### config.mk
export PLATFORM = sky130hd
export DESIGN_NAME = lpe_ctrl
export DESIGN_NICKNAME = d
export VERILOG_FILES = /design/src/hw/rtl/lpe_pkg.sv /design/src/hw/rtl/lpe_ctrl.sv
export SDC_FILE = /design/constraint.sdc
export NUM_CORES = 1
export LEC_CHECK = 0
export ABC_AREA = 0
export CORE_MARGIN = 3
export CORE_UTILIZATION = 52
export CTS_BUF_LIST = sky130_fd_sc_hd__clkbuf_2 sky130_fd_sc_hd__clkbuf_4 sky130_fd_sc_hd__clkbuf_8
export CTS_CLUSTER_DIAMETER = 120
export DETAILED_ROUTE_END_ITERATION = 16
export DONT_BUFFER_PORTS = 1
export MAX_ROUTING_LAYER = met4
export PLACE_DENSITY = 0.78
export SLEW_MARGIN = 40
export SYNTH_ARGS = -nofsm -noshare
export SYNTH_HDL_FRONTEND = slang
export SYNTH_SLANG_ARGS = --single-unit
### constraint.sdc
create_clock -name clk -period 1.65 [get_ports clk]
set_clock_uncertainty 0.05 [all_clocks]
set_input_delay 0.2475 -clock clk [delete_from_list [all_inputs] [get_ports clk]]
set_output_delay 0.2475 -clock clk [all_outputs]
set_load 0.01 [all_outputs]
### src/hw/rtl/lpe_pkg.sv
// lpe_pkg: widths, constants and control structs of the legendre polynomial evaluator
// used by lpe_ctrl, lpe_datapath and legendre_polynomial_evaluator
`default_nettype none
package lpe_pkg;
	localparam int MAX_DEGREE = 63;
	localparam int FRAC_BITS  = 30;

	localparam int DEG_W = 6;
	localparam int VAL_W = 32;
	localparam int DER_W = 48;

	// step index and degree width
	localparam int NW = $clog2(MAX_DEGREE + 1);
	localparam int KW = NW + 1;
	// magnitude of a value in [-1,1]
	localparam int ONE_W = FRAC_BITS + 1;
	// |x|*|cur|, then times (2i+1)
	localparam int PXC_W = 2 * FRAC_BITS + 1;
	localparam int T1_W  = 2 * FRAC_BITS + KW;
	localparam int T2_W  = NW + ONE_W;
	localparam int NUM_W = T1_W + 2;
	localparam int MAG_W = NUM_W - 1;
	localparam int Q1_W  = MAG_W - FRAC_BITS;
	// derivative divide
	localparam int A_W   = NW + ONE_W;
	localparam int D_W   = 2 * FRAC_BITS + 2;
	localparam int STEP_DIV_BITS = Q1_W;
	localparam int DER_DIV_BITS  = A_W + 2 * FRAC_BITS;
	localparam int CNT_W = $clog2(DER_DIV_BITS + 1);

	localparam logic [ONE_W-1:0] ONE_MAG = ONE_W'(1) << FRAC_BITS;
	localparam logic signed [VAL_W-1:0] ONE_VAL = VAL_W'(1) << FRAC_BITS;
	localparam logic [DER_W-1:0] DER_LIMIT = {1'b0, {(DER_W-1){1'b1}}};

	typedef struct packed {
		logic load;
		logic mul1;
		logic mul2;
		logic sub;
		logic div_step;
		logic round;
		logic der_init;
		logic der_step;
		logic out_load;
	} ctrl_cmd_t;

	typedef struct packed {
		logic more_steps;
	} dp_status_t;
endpackage
`default_nettype wire

### src/hw/rtl/lpe_ctrl.sv
// lpe_ctrl: sequencer of the recurrence steps and the two bit-serial divides
// depends on lpe_pkg
`default_nettype none
module lpe_ctrl (
	input  wire  logic               clk,
	input  wire  logic               arst_n,
	input  wire  logic               in_valid,
	output       logic               in_stall,
	output       logic               out_valid,
	input  wire  logic               out_stall,
	input  wire  lpe_pkg::dp_status_t status,
	output       lpe_pkg::ctrl_cmd_t  cmd
);
	typedef enum logic [3:0] {
		S_IDLE, S_LOOP, S_MUL1, S_MUL2, S_SUB, S_DIV, S_RND, S_DMUL, S_DDIV, S_FIN
	} state_t;

	state_t state_q;
	logic [lpe_pkg::CNT_W-1:0] cnt_q;
	logic out_valid_q;
	logic out_free;

	assign out_free  = !out_valid_q || !out_stall;
	assign in_stall  = (state_q != S_IDLE);
	assign out_valid = out_valid_q;

	always_comb begin
		cmd = '0;
		unique case (state_q)
			S_IDLE: cmd.load     = in_valid;
			S_MUL1: cmd.mul1     = 1'b1;
			S_MUL2: cmd.mul2     = 1'b1;
			S_SUB:  cmd.sub      = 1'b1;
			S_DIV:  cmd.div_step = 1'b1;
			S_RND:  cmd.round    = 1'b1;
			S_DMUL: cmd.der_init = 1'b1;
			S_DDIV: cmd.der_step = 1'b1;
			S_FIN:  cmd.out_load = out_free;
			default: ;
		endcase
	end

	always_ff @(posedge clk or negedge arst_n) begin
		if (!arst_n) begin
			state_q     <= S_IDLE;
			cnt_q       <= '0;
			out_valid_q <= 1'b0;
		end else begin
			if (state_q == S_FIN && out_free)
				out_valid_q <= 1'b1;
			else if (!out_stall)
				out_valid_q <= 1'b0;
			unique case (state_q)
				S_IDLE: begin
					if (in_valid)
						state_q <= S_LOOP;
				end
				S_LOOP: begin
					state_q <= status.more_steps ? S_MUL1 : S_DMUL;
				end
				S_MUL1: state_q <= S_MUL2;
				S_MUL2: state_q <= S_SUB;
				S_SUB: begin
					cnt_q   <= '0;
					state_q <= S_DIV;
				end
				S_DIV: begin
					cnt_q <= cnt_q + 1'b1;
					if (cnt_q == lpe_pkg::CNT_W'(lpe_pkg::STEP_DIV_BITS - 1))
						state_q <= S_RND;
				end
				S_RND: state_q <= S_LOOP;
				S_DMUL: begin
					cnt_q   <= '0;
					state_q <= S_DDIV;
				end
				S_DDIV: begin
					cnt_q <= cnt_q + 1'b1;
					if (cnt_q == lpe_pkg::CNT_W'(lpe_pkg::DER_DIV_BITS - 1))
						state_q <= S_FIN;
				end
				S_FIN: begin
					if (out_free)
						state_q <= S_IDLE;
				end
				default: state_q <= S_IDLE;
			endcase
		end
	end
endmodule
`default_nettype wire

==> results by stage, run 1 <==
Run status:
- The run finished, with violations left.
- The final reports fail on negative setup slack.

CTS:
- The longest clock path from root to sink contains 2 buffers.
- After clock tree synthesis, the clock-pin slew on the worst setup and hold paths is 0.08 ns.
- The tree built by TritonCTS fans out to 12 sinks.
- The total number of H-tree levels is 1.
- The clock latency reported for the late side of the worst-skew pair is 0.27 ns.
- TritonCTS created 3 clock buffers.
- The number of buffers inserted by post-CTS setup repair is 0.
- The clock root buffer is sky130_fd_sc_hd__clkbuf_4.
- TritonCTS built the clock tree.

Cells and area:
- The synthesis-to-layout area growth is 21.8%.
- The diode insertion count for antenna repair is 0.
- Of the cells placed in the final design, the portion with a size suffix greater than 1 is 30.6%.
- The post-layout net count is 108.
- At the end of the flow the core is filled with cells to 70.4%.

Hold path:
- The path class of the tightest hold or removal check is in -> reg.
- Along the worst hold path, the cell count comes to 2.
- The worst hold endpoint is out_valid.
- The worst hold path begins at out_stall.

STA:
- Counting I/O delays and the setup requirement, the final critical path takes 1.73 ns.
- Setup slack on the critical path of the routed design comes to -0.0793 ns.
- Setup repair after global routing could not meet its margin everywhere.
- The slew at the pin closest to its max-slew limit is 0.560 ns.
- The final clock period utilization by the worst path is 105%.
- The final sum of negative setup slack is -0.259 ns.
- The number of max-slew violations in the final report is 0.
- The total count of hold-check failures in the final report is 0.
- Based on the critical path, the design can be clocked at up to 0.578 GHz.
- The count of endpoints failing setup in the final report is 6.
- The worst-case headroom to the max-slew limit is 62.6%.

Critical path:
- For the worst setup path, the data required time is 1.35 ns.
- The top fanout value on the critical path is 5.
- The critical path is of the reg -> out type.
- The logic depth of the worst register-to-register path is 5.
- The maximum cell stage delay along the critical path is 0.59 ns.
- The origin of the critical flop-to-flop path is state_q[3].
- The endpoint identified for the worst register-to-register timing path is state_q[0].
- STA classifies the critical path startpoint as a register.
- The signal on the critical path passes through or4_4, buf_6.
- STA classifies the critical path endpoint as an output port.
- The setup check on the worst reg-to-reg path leaves a slack of -0.05 ns.
- The data arrival time of the critical path is 1.43 ns.
- The largest individual stage delay along the critical path comes from the cell sky130_fd_sc_hd__or4_4.

Routing:
- The count of routing violations after the opening detailed-route iteration is 9.
- The aggregate routed wire length is 1.74 mm.
- The routed layout has 672 vias.
- In the routed layout, each cell is associated on average with a via count of 5.95.
- Once detail routing completed, the nets flagged for antenna violations numbered 0.
- The routed length per placed instance is 15.4 µm.
- The first detailed-routing pass ran for 4 iterations.
- After detailed routing, the number of remaining DRC violations is 0.

GRT:
- The number of global-route vias before repair is 659.
- Across every metal layer, demand over resource in global routing totals 20.3%.
- The total congestion overflow is 0.
- The number of antenna violations at the first check in global routing came to 0.
- Entering global routing, the biggest net connects 13 pins.
- The global-route wire length before repair is 2.87 mm.

Die:
- The initial core utilization is 57.8%.
- In this run the core area contains 13 standard-cell rows.
- The placeable core area is 1350 µm².
- The die footprint is 2000 µm².
- The die height is 44.8 µm.
- The number of placed I/O pins is 16.
- The floorplan step set the die width to 44.8 µm.

Pwr:
- The worst-case IR drop observed on VDD is 887 µV.
- Power spread over the standard cell area amounts to 1780 nW/µm².
- Summed over all cells, the static leakage comes to 0.412 nW.
- The total power is 0.00169 W.

Synth:
- The area of the mapped netlist is 781 µm².
- The synthesized design contains 12 register bits.
- The synthesis warning total is 0.
- The instance count of the mapped netlist is 88.
- Averaged over all synthesized cells, the footprint is 8.87 µm².
- The count of cell types in the netlist is 32.
- The number of nets handed over by synthesis was 96.
- Summing the sequential cell areas from Yosys gives 38.5% of the chip area.

Place:
- The count of buffers added on input and output ports is 0.
- The congestion estimate from routability-driven global placement came to 0.780.
- The sum of net half-perimeters after detailed placement is 1.30 mm.

Job:
- The number of max-cap violations is 0.
[critical path: cells and delay by family (launching register included)]
family,cells,cell delay (ns)
buffers and inverters,1,0.14
AND/OR/NAND/NOR,1,0.59
flip-flops,1,0.43
[cell usage after synthesis]
| master | count | area share, % |
|---|---|---|
| sky130_fd_sc_hd__o31ai_1 | 3 | 2.9 |
| sky130_fd_sc_hd__buf_6 | 1 | 1.4 |
| sky130_fd_sc_hd__o41ai_2 | 1 | 2.1 |
| sky130_fd_sc_hd__mux2_2 | 1 | 1.4 |
| sky130_fd_sc_hd__a21o_1 | 1 | 0.96 |
| sky130_fd_sc_hd__dfrtp_1 | 12 | 38 |
| sky130_fd_sc_hd__or4_4 | 1 | 1.4 |
| sky130_fd_sc_hd__nor2_1 | 10 | 4.8 |
| sky130_fd_sc_hd__nor2_2 | 1 | 0.80 |
| sky130_fd_sc_hd__nand2_1 | 9 | 4.3 |
| sky130_fd_sc_hd__nand3_1 | 3 | 1.9 |
| sky130_fd_sc_hd__nor4b_2 | 1 | 1.9 |
| sky130_fd_sc_hd__nor2b_1 | 2 | 1.6 |
| sky130_fd_sc_hd__xnor2_1 | 1 | 1.1 |
| sky130_fd_sc_hd__o21ai_1 | 9 | 5.8 |
| sky130_fd_sc_hd__and4bb_1 | 1 | 1.6 |
| sky130_fd_sc_hd__inv_1 | 4 | 1.9 |
| sky130_fd_sc_hd__nor3b_1 | 2 | 1.9 |
| sky130_fd_sc_hd__ha_1 | 3 | 4.8 |
| sky130_fd_sc_hd__o311ai_1 | 1 | 1.1 |
| sky130_fd_sc_hd__o21a_1 | 1 | 0.96 |
| sky130_fd_sc_hd__o211ai_2 | 1 | 1.6 |
| sky130_fd_sc_hd__o22a_1 | 1 | 1.1 |
| sky130_fd_sc_hd__nor4_1 | 1 | 0.80 |
| sky130_fd_sc_hd__nand2b_1 | 3 | 2.4 |
| sky130_fd_sc_hd__a21oi_1 | 1 | 0.64 |
| sky130_fd_sc_hd__nand4bb_1 | 1 | 1.4 |
| sky130_fd_sc_hd__o21ai_0 | 3 | 1.9 |
| sky130_fd_sc_hd__nand3b_1 | 2 | 1.9 |
| sky130_fd_sc_hd__buf_2 | 3 | 1.9 |
| sky130_fd_sc_hd__a22oi_1 | 1 | 0.96 |
| sky130_fd_sc_hd__nor3_1 | 3 | 1.9 |
[power by group]
| part | leakage, nW | internal, W | total [W] | switching, W |
|---|---|---|---|---|
| logic | 0.240 | 0.000448 | 0.00101 | 0.000560 |
| clock network | 0.0138 | 0.0000844 | 0.000178 | 0.0000939 |
| registers | 0.158 | 0.000382 | 0.000505 | 0.000123 |
| total | 0.412 | 0.000914 | 0.00169 | 0.000777 |
[how the worst max path moves through the flow]
stage                          start  cells past startpoint  slack [ns]          to
after global placement    state_q[0]                      5        0.08  state_q[0]
final                     state_q[3]                      2       -0.08    in_stall
after detailed placement  state_q[0]                      5        0.02  state_q[0]
after global routing      state_q[2]                      3       -0.11      cmd[0]
after CTS                 state_q[3]                      2       -0.07      cmd[8]
after floorplan           state_q[2]                      6        0.02  state_q[0]
[flip-flops by register name, summed over array words and instances, names as in the netlist]
signal / flops
cnt_q: 7
out_valid: 1
state_q: 4
[placed cells by master (no fill, tap or decap), drive strengths merged, types with 2 or more instances in the layout]
master	instances
nand2b	3
o31ai	3
clkbuf	3
nor2b	2
o21ai	12
inv	4
dfrtp	12
nand3b	2
ha	3
buf	10
nor3	3
nor2	11
nand2	9
nand3	3
nor3b	2
[per-stage QoR]
| step | std cells | setup WS [ns] | instance area, µm² | hold slack, ns |
|---|---|---|---|---|
| finish | 113 | -0.0793 | 951 | 0.0665 |
| global route | 113 | -0.113 | 951 | 0.0844 |
| CTS | 113 | -0.0679 | 908 | 0.0598 |
| detailed placement | 109 | 0.0233 | 848 | -0.0978 |
| global placement | 109 | 0.0778 | 848 | -0.0977 |
| floorplan | 88 | 0.0170 | 781 | -0.0981 |
[cell type report]
cell class / instances / area [µm²]
Multi-Input combinational cell: 68 / 499
Fill cell: 108 / 399
Sequential cell: 12 / 303
Timing Repair Buffer: 11 / 92.6
Clock buffer: 3 / 22.5
Tap cell: 15 / 18.8
Inverter: 4 / 15.0
[routing by layer]
layer | wire length, µm | up-vias | part of all wire [%] | global-route usage [%]
li1 | - | 338 | - | -
met1 | 807 | 316 | 46 | 26.5
met2 | 860 | 16 | 50 | 32.4
met3 | 59 | 2 | 3.4 | 3.59
met4 | 8 | 0 | 0.46 | 5.42
met5 | 0 | - | 0 | -
[cell families (layout without fill, tap and decap cells)]
| logic type | after synthesis | count (layout) | synth area share, % |
|---|---|---|---|
| AND/OR/NAND/NOR | 40 | 40 | 28.8 |
| multiplexers | 1 | 1 | 1.44 |
| flip-flops | 12 | 12 | 38.5 |
| adder cells (fa/ha/maj) | 3 | 3 | 4.81 |
| AO/OA/AOI/OAI | 23 | 23 | 20.0 |
| XOR/XNOR | 1 | 1 | 1.12 |
| buffers and inverters | 8 | 18 | 5.29 |
[what timing repair did]
item | CTS | global route
hold endpoints to repair | 12 | 0
gates resized for setup | 6 | 11
gates cloned | 0 | 0
hold buffers | 1 | 0
endpoints found under the setup margin | 7 | 14
pin swaps | 1 | 4
No activity file was read; power rests on OpenSTA's default activity.
==> inputs of run 2 (changes only) <==
MAX_ROUTING_LAYER = unset   (was met4)
==> run 2 against run 1 <==
  * The run still ends with negative setup slack left
  * Critical path type unchanged
  * Wire length shrank 0.29%
  * Power hardly changed
  * Critical path depth did not move
  * Clock-buffer cell count unchanged
  * Core utilization did not move
  * Die area is the same
  * Register-to-register slack barely moved
  * Via count grew 1.5%
  * First-iteration DRC count rose by 33%
  * Worst setup slack lost 0.00078 ns
  * Sequential cell count is the same
  * Worst hold slack about the same
==> results by stage, run 2 (same netlist as run 1, synthesis figures left out) <==
GRT:
- The pin count of the biggest net entering global routing came to 13 (unchanged).
- The global-route track usage on met3 is 3.59% (unchanged).
- The number of global-route vias before repair was 663 (+0.61%).
- The total congestion overflow is 0 (unchanged).
- The global-route wire length before repair is 2.87 mm (unchanged).
- The met2 routing resource usage after global routing is 32.4% (unchanged).
- The met1 routing resource usage after global routing is 26.5% (unchanged).
- The global-route usage over all layers is 19.7% (-0.59 points).
- In this run the most used layer during global routing was met2.
- The number of antenna violations at the first check in global routing is 0 (unchanged).

CTS:
- The clock latency reported for the late side of the worst-skew pair is 0.27 ns (about the same).
- The clock sink count was 12 (unchanged).
- The maximum number of buffers from clock root to sink came to 2 (unchanged).
- The total number of H-tree levels was 1 (unchanged).
- The clock root buffer is sky130_fd_sc_hd__clkbuf_4.
- The number of clock buffers inserted by TritonCTS came to 3 (unchanged).
- The post-CTS clock slew at the launch and capture registers of the worst setup and hold paths is 0.08 ns (about the same).
- The CTS tree is yes.
- The number of buffers inserted by post-CTS setup repair is 0 (unchanged).

Pwr:
- The internal power came to 0.000915 W (about the same).
- The maximum resistive drop on vdd is 889 µV (+0.24%).
- The power density over the cells is 1780 nW/µm² (about the same).
- The switching power share of the total is 45.9% (about the same).
- The leakage component of the power came to 0.412 nW (unchanged).
- The net load switching power was 0.000777 W (about the same).
- The relative contribution of the clock network to total power is 10.6% (about the same).
- The sequential power share is 29.8% (about the same).
- The portion of total power attributed to combinational logic came to 59.6% (about the same).
- The total power is 0.00169 W (about the same).

Routing:
- The count of routing violations after the opening detailed-route iteration is 12 (+3).
- The first-pass iteration count of the detailed router was 4 (unchanged).
- The aggregate routed wire length is 1.73 mm (-0.29%).
- The number of antenna-violating nets in the routed design is 0 (unchanged).
- The routed length per placed instance is 15.3 µm (-0.29%).
- The via density per instance came to 6.04 (+1.5%).
- The detailed-route via count is 682 (+1.5%).
- The post-route DRC violation count was 0 (unchanged).

STA:
- The worst-case headroom to the max-slew limit is 62.7% (+0.13 points).
- The total count of hold-check failures in the final report came to 0 (unchanged).
- The count of endpoints failing setup in the final report is 6 (unchanged).
- The highest achievable clock rate is 0.578 GHz (about the same).
- The final worst-path setup slack is -0.0801 ns (-0.000783 ns).
- The slew at the pin closest to its max-slew limit is 0.558 ns (-0.00194 ns).
- The post-route minimum period is 1.73 ns (+0.000783 ns).
- The number of max-slew violations in the final report was 0 (unchanged).
- The final clock period utilization by the worst path was 105% (about the same).
- Setup repair after global routing could not meet its margin everywhere.

Place:
- The sum of net half-perimeters after detailed placement is 1.30 mm (unchanged).
- The post-placement cell count is 109 (unchanged).
- The total of buffers placed on input and output ports is 0 (unchanged).
- The cell area reported after detailed placement is 848 µm² (unchanged).
- The final estimated routing congestion in global placement is 0.769 (-1.3%).

Die:
- The count of standard-cell rows is 13 (unchanged).
- The number of placed I/O pins is 16 (unchanged).
- The initial core utilization is 57.8% (unchanged).
- The width of the die is 44.8 µm (unchanged).
- The die height was 44.8 µm (unchanged).
- The die footprint is 2000 µm² (unchanged).
- The placeable core area was 1350 µm² (unchanged).

Critical path:
- The top fanout value on the critical path is 5 (unchanged).
- The critical path is of the reg -> out type.
- The data arrival time of the critical path is 1.43 ns (about the same).
- The type of element capturing the critical path is an output port.
- The data required time at the worst endpoint is 1.35 ns (about the same).
- The startpoint class of the critical path is a register.

Cells and area:
- The ratio of cells with drive above 1 in the final layout is 30.6% (unchanged).
- The post-route cell area was 951 µm² (unchanged).
- The post-layout net count is 108 (unchanged).
- In the layout the commonest cells are sky130_fd_sc_hd__dfrtp_1, sky130_fd_sc_hd__o21ai_1, sky130_fd_sc_hd__nand2_1, sky130_fd_sc_hd__buf_4, sky130_fd_sc_hd__nor2_1.
- The area of the multi-input gates is 499 µm² (unchanged).
- The synthesis-to-layout area growth is 21.8% (unchanged).
- Ranked by flip-flop count, first place goes to cnt_q.
- The sequential cell area in the final layout is 303 µm² (unchanged).
- The flip-flop count of the largest register after layout is 7 (unchanged).
- The diode insertion count for antenna repair is 0 (unchanged).
- The number of inserted filler cells in the final layout is 108 (unchanged).
- The library cell used most frequently in the layout, excluding fill and tap cells, is sky130_fd_sc_hd__dfrtp_1.
- The number of standard cells in the layout, taps in and fillers out was 113 (unchanged).

Hold path:
- The classification of the worst-slack hold path is in -> reg.

Job:
- The number of max-cap violations is 0 (unchanged).

Run status:
- The run finished, with violations left.
- The final reports fail on negative setup slack.
## run 2: timing repair
| item | 4_1_cts | 5_1_grt |
|---|---|---|
| hold buffers | 1 | 0 |
| endpoints found under the hold margin | 12 | 0 |
| endpoints found under the setup margin | 7 | 14 |
| pin swaps | 1 | 4 |
| resized for setup | 6 | 11 |
## run 2: worst paths after layout
path | start | endpoint | slack [ns] | cells after the start
worst max-delay path | state_q[3] | in_stall | -0.08 | 2
worst min-delay path | out_stall | out_valid | 0.07 | 2
worst max register to register | state_q[3] | state_q[0] | -0.05 | 5
worst min register to register | cnt_q[6] | cnt_q[6] | 0.48 | 1
max in group asynchronous | arst_n | state_q[1] | 0.80 | 1
min in group asynchronous | arst_n | cnt_q[0] | 0.35 | 1
## run 2: critical path, stage by stage (launching register included)
cell and delay (ns):
sky130_fd_sc_hd__dfrtp_1 0.43, sky130_fd_sc_hd__or4_4 0.59, sky130_fd_sc_hd__buf_6 0.14
## run 2: final cells by class
| cell class | count | share of cell area, % |
|---|---|---|
| tap | 15 | 1.97 |
| inverter | 4 | 1.58 |
| timing repair buffer | 11 | 9.74 |
| clock buffer | 3 | 2.37 |
| multi-input combinational | 68 | 52.5 |
| sequential | 12 | 31.8 |
## run 2: power by group through the flow
| stage | Clock (W) | Combinational (W) | Sequential [W] |
|---|---|---|---|
| finish | 0.000179 | 0.00101 | 0.000505 |
| global route | 0.000199 | 0.00112 | 0.000520 |
| CTS | 0.000184 | 0.000943 | 0.000482 |
| detailed placement | 0 | 0.000880 | 0.000486 |
| global placement | 0 | 0.000844 | 0.000480 |
| floorplan | 0 | 0.000654 | 0.000453 |
## run 2: routing by layer
layer,wire length [µm],part of all wire (%)
met1,782,45
met2,851,49
met3,88,5.1
met4,8,0.46
met5,0,0
## run 2: per-stage QoR
stage	util, %	TNS, ns	worst slack [ns]	hold WS, ns
4_1_cts	67.3	-0.216	-0.0679	0.0598
6_report	70.4	-0.260	-0.0801	0.0664
3_3_place_gp	62.8	0	0.0778	-0.0977
3_5_place_dp	62.8	0	0.0233	-0.0978
2_1_floorplan	-	0	0.0170	-0.0981
5_1_grt	70.4	-0.783	-0.113	0.0844
==> inputs of run 3 (changes only) <==
HOLD_SLACK_MARGIN = 0.1   (was unset)
==> run 3 against run 2 <==
  * The flow still finishes with violations (negative setup slack)
  * Via count decreased by 1.2%
  * Die area unchanged
  * Worst setup slack got worse by 0.0013 ns
  * Non-clock buffer count is 1 higher
  * Sequential cell count unchanged
  * Clock power is essentially flat
  * Maximum frequency hardly changed
  * Wire length increased by 1.3%
  * Design area increased by 1.1%
  * Global-route usage grew 0.17 points
  * Register-to-register slack hardly changed
  * Critical endpoint unchanged
  * Largest power group unchanged
==> results by stage, run 3 (same netlist as run 1, synthesis figures left out) <==
Cells and area:
- The final standard cell utilization of the core was 71.2% (+0.74 points).
- The register bank with the most flops is cnt_q.
- The post-route cell area is 961 µm² (+1.1%).
- The post-layout net count came to 109 (+0.93%).
- The diode insertion count for antenna repair is 0 (unchanged).
- The number of inserted filler cells in the final layout came to 107 (-0.93%).
- The area of the multi-input gates is 499 µm² (unchanged).
- The ratio of cells with drive above 1 in the final layout was 30.3% (-0.31 points).
- Leaving out fill and tap cells, the most frequent cell in the layout is sky130_fd_sc_hd__dfrtp_1.
- The synthesis-to-layout area growth is 23.1%.
- The sequential cell area in the final layout is 303 µm² (unchanged).
- The top cell types in the final layout, fill and taps aside, are sky130_fd_sc_hd__dfrtp_1, sky130_fd_sc_hd__o21ai_1, sky130_fd_sc_hd__nand2_1, sky130_fd_sc_hd__buf_4, sky130_fd_sc_hd__nor2_1.
- The flip-flop count of the largest register after layout is 7 (unchanged).

Critical path:
- Walking the worst path, the cells encountered are or4_4, buf_6.
- The worst reg2reg path endpoint is state_q[0].
- By startpoint and endpoint, the worst setup path is classified as reg -> out.
- The top fanout value on the critical path was 5 (unchanged).
- The type of element capturing the critical path is an output port.
- The logic depth of the worst register-to-register path came to 5 (unchanged).
- The setup slack of the worst register-to-register path is -0.05 ns (about the same).
- The data arrival time of the critical path is 1.43 ns (about the same).
- The startpoint class of the critical path is a register.
- The maximum cell stage delay along the critical path is 0.59 ns (about the same).
- The slowest stage of the critical path belongs to the cell sky130_fd_sc_hd__or4_4.
- The number of buffer and inverter stages on the critical path came to 1 (unchanged).
- The data required time at the worst endpoint is 1.35 ns (about the same).
- The startpoint identified for the worst register-to-register timing path is state_q[3].
- In this design, the largest share of critical-path delay is due to simple AND/OR/NAND/NOR gates.

GRT:
- The total congestion overflow is 0 (unchanged).
- The number of antenna violations at the first check in global routing came to 0 (unchanged).
- The global-route wire length before repair was 2.90 mm (+0.98%).
- The global-route usage over all layers is 19.8% (+0.17 points).
- The number of global-route vias before repair is 671 (+1.2%).
- The pin count of the biggest net entering global routing is 13 (unchanged).

STA:
- The count of endpoints failing setup in the final report is 6 (unchanged).
- The slew at the pin closest to its max-slew limit was 0.559 ns (+0.000916 ns).
- The post-route minimum period was 1.73 ns (+0.00133 ns).
- The highest achievable clock rate is 0.578 GHz (about the same).
- The number of max-slew violations in the final report came to 0 (unchanged).
- Setup repair after global routing could not meet its margin everywhere.
- The worst-case headroom to the max-slew limit is 62.6% (about the same).
- The final clock period utilization by the worst path is 105% (about the same).
- The total count of hold-check failures in the final report is 0 (unchanged).
- The final worst-path setup slack is -0.0814 ns (-0.00133 ns).

Place:
- The pre-CTS setup slack came to 0.0233 ns (unchanged).
- The final estimated routing congestion in global placement is 0.769 (unchanged).
- The sum of net half-perimeters after detailed placement is 1.30 mm (unchanged).
- The total of buffers placed on input and output ports is 0 (unchanged).
- The cell area reported after detailed placement came to 848 µm² (unchanged).

CTS:
- The total number of H-tree levels came to 1 (unchanged).
- The CTS tree is yes.
- The maximum number of buffers from clock root to sink is 2 (unchanged).
- The clock sink count is 12 (unchanged).
- The number of clock buffers inserted by TritonCTS was 3 (unchanged).
- The post-CTS clock slew at the launch and capture registers of the worst setup and hold paths is 0.08 ns (about the same).
- The number of buffers inserted by post-CTS setup repair is 0 (unchanged).
- The tree is rooted in a sky130_fd_sc_hd__clkbuf_4.
- The clock latency reported for the late side of the worst-skew pair was 0.27 ns (about the same).

Die:
- The number of placed I/O pins was 16 (unchanged).
- The die footprint is 2000 µm² (unchanged).
- The die height came to 44.8 µm (unchanged).
- The count of standard-cell rows is 13 (unchanged).
- The initial core utilization is 57.8% (unchanged).
- The width of the die was 44.8 µm (unchanged).
- The placeable core area is 1350 µm² (unchanged).

Routing:
- The post-route DRC violation count is 0 (unchanged).
- The detailed-route via count is 674 (-1.2%).
- The first-pass iteration count of the detailed router came to 4 (unchanged).
- The aggregate routed wire length is 1.75 mm (+1.3%).
- The count of routing violations after the opening detailed-route iteration came to 12 (unchanged).
- The routed length per placed instance was 15.4 µm (+0.38%).
- The number of antenna-violating nets in the routed design was 0 (unchanged).
- The via density per instance is 5.91 (-2.0%).

Pwr:
- The power density over the cells is 1760 nW/µm² (-0.94%).
- The maximum resistive drop on vdd was 891 µV (+0.20%).
- The leakage component of the power is 0.416 nW (+1.0%).

Hold path:
- The number of cells traversed by the worst hold path is 3 (+1).
- In this run the most critical hold path is launched from status.
- The min-delay analysis places its worst path in the category in -> reg.
- The worst hold path terminates at state_q[0].

Run status:
- The checks that failed: negative setup slack.
- The flow ran to the end, but the final reports show violations.

Job:
- The number of max-cap violations is 0 (unchanged).
==> run 3: worst max path at each step <==
stage	to	cells past startpoint	start	slack [ns]
after global routing	cmd[0]	3	state_q[2]	-0.11
final	in_stall	2	state_q[3]	-0.08
after global placement	state_q[0]	5	state_q[0]	0.08
after detailed placement	state_q[0]	5	state_q[0]	0.02
after CTS	cmd[8]	2	state_q[3]	-0.07
after floorplan	state_q[0]	6	state_q[2]	0.02
==> run 3: routing by layer <==
layer  GRT usage (%)  wire length, µm  vias to the layer above
met2            33.0              870                       23
li1                -                -                      340
met1            26.5              794                      309
met3            3.59               79                        2
met4            5.42                8                        0
met5               0                0                        -
==> run 3: repair_timing <==
action	CTS	global route
pin swaps	1	4
hold buffers	2	0
setup endpoints to repair	7	14
resized for setup	6	11
endpoints found under the hold margin	13	0
gates cloned	0	0
==> run 3: layout make-up <==
class	instances	area share, %
Clock buffer	3	2.34
Inverter	4	1.56
Sequential cell	12	31.5
Timing Repair Buffer	12	10.7
Multi-Input combinational cell	68	52.0
Tap cell	15	1.95
==> run 3: worst min-delay path: stages <==
cell,delay (ns)
sky130_fd_sc_hd__nor4_1,0.02
sky130_fd_sc_hd__o21ai_1,0.11
sky130_fd_sc_hd__o31ai_1,0.07
==> run 3: metrics by stage <==
step | TNS (ns) | total power, W | hold slack [ns] | instances
after floorplan | 0 | 0.00111 | -0.0981 | 88
after global placement | 0 | 0.00132 | -0.0977 | 109
after detailed placement | 0 | 0.00137 | -0.0978 | 109
after CTS | -0.216 | 0.00161 | 0.166 | 114
after global routing | -0.783 | 0.00184 | 0.169 | 114
final | -0.262 | 0.00169 | 0.166 | 114
==> run 3: power by group <==
part / switching (W) / internal, W / total [W]
sequential: 0.000123 / 0.000382 / 0.000505
clock: 0.0000941 / 0.0000844 / 0.000179
combinational: 0.000560 / 0.000450 / 0.00101
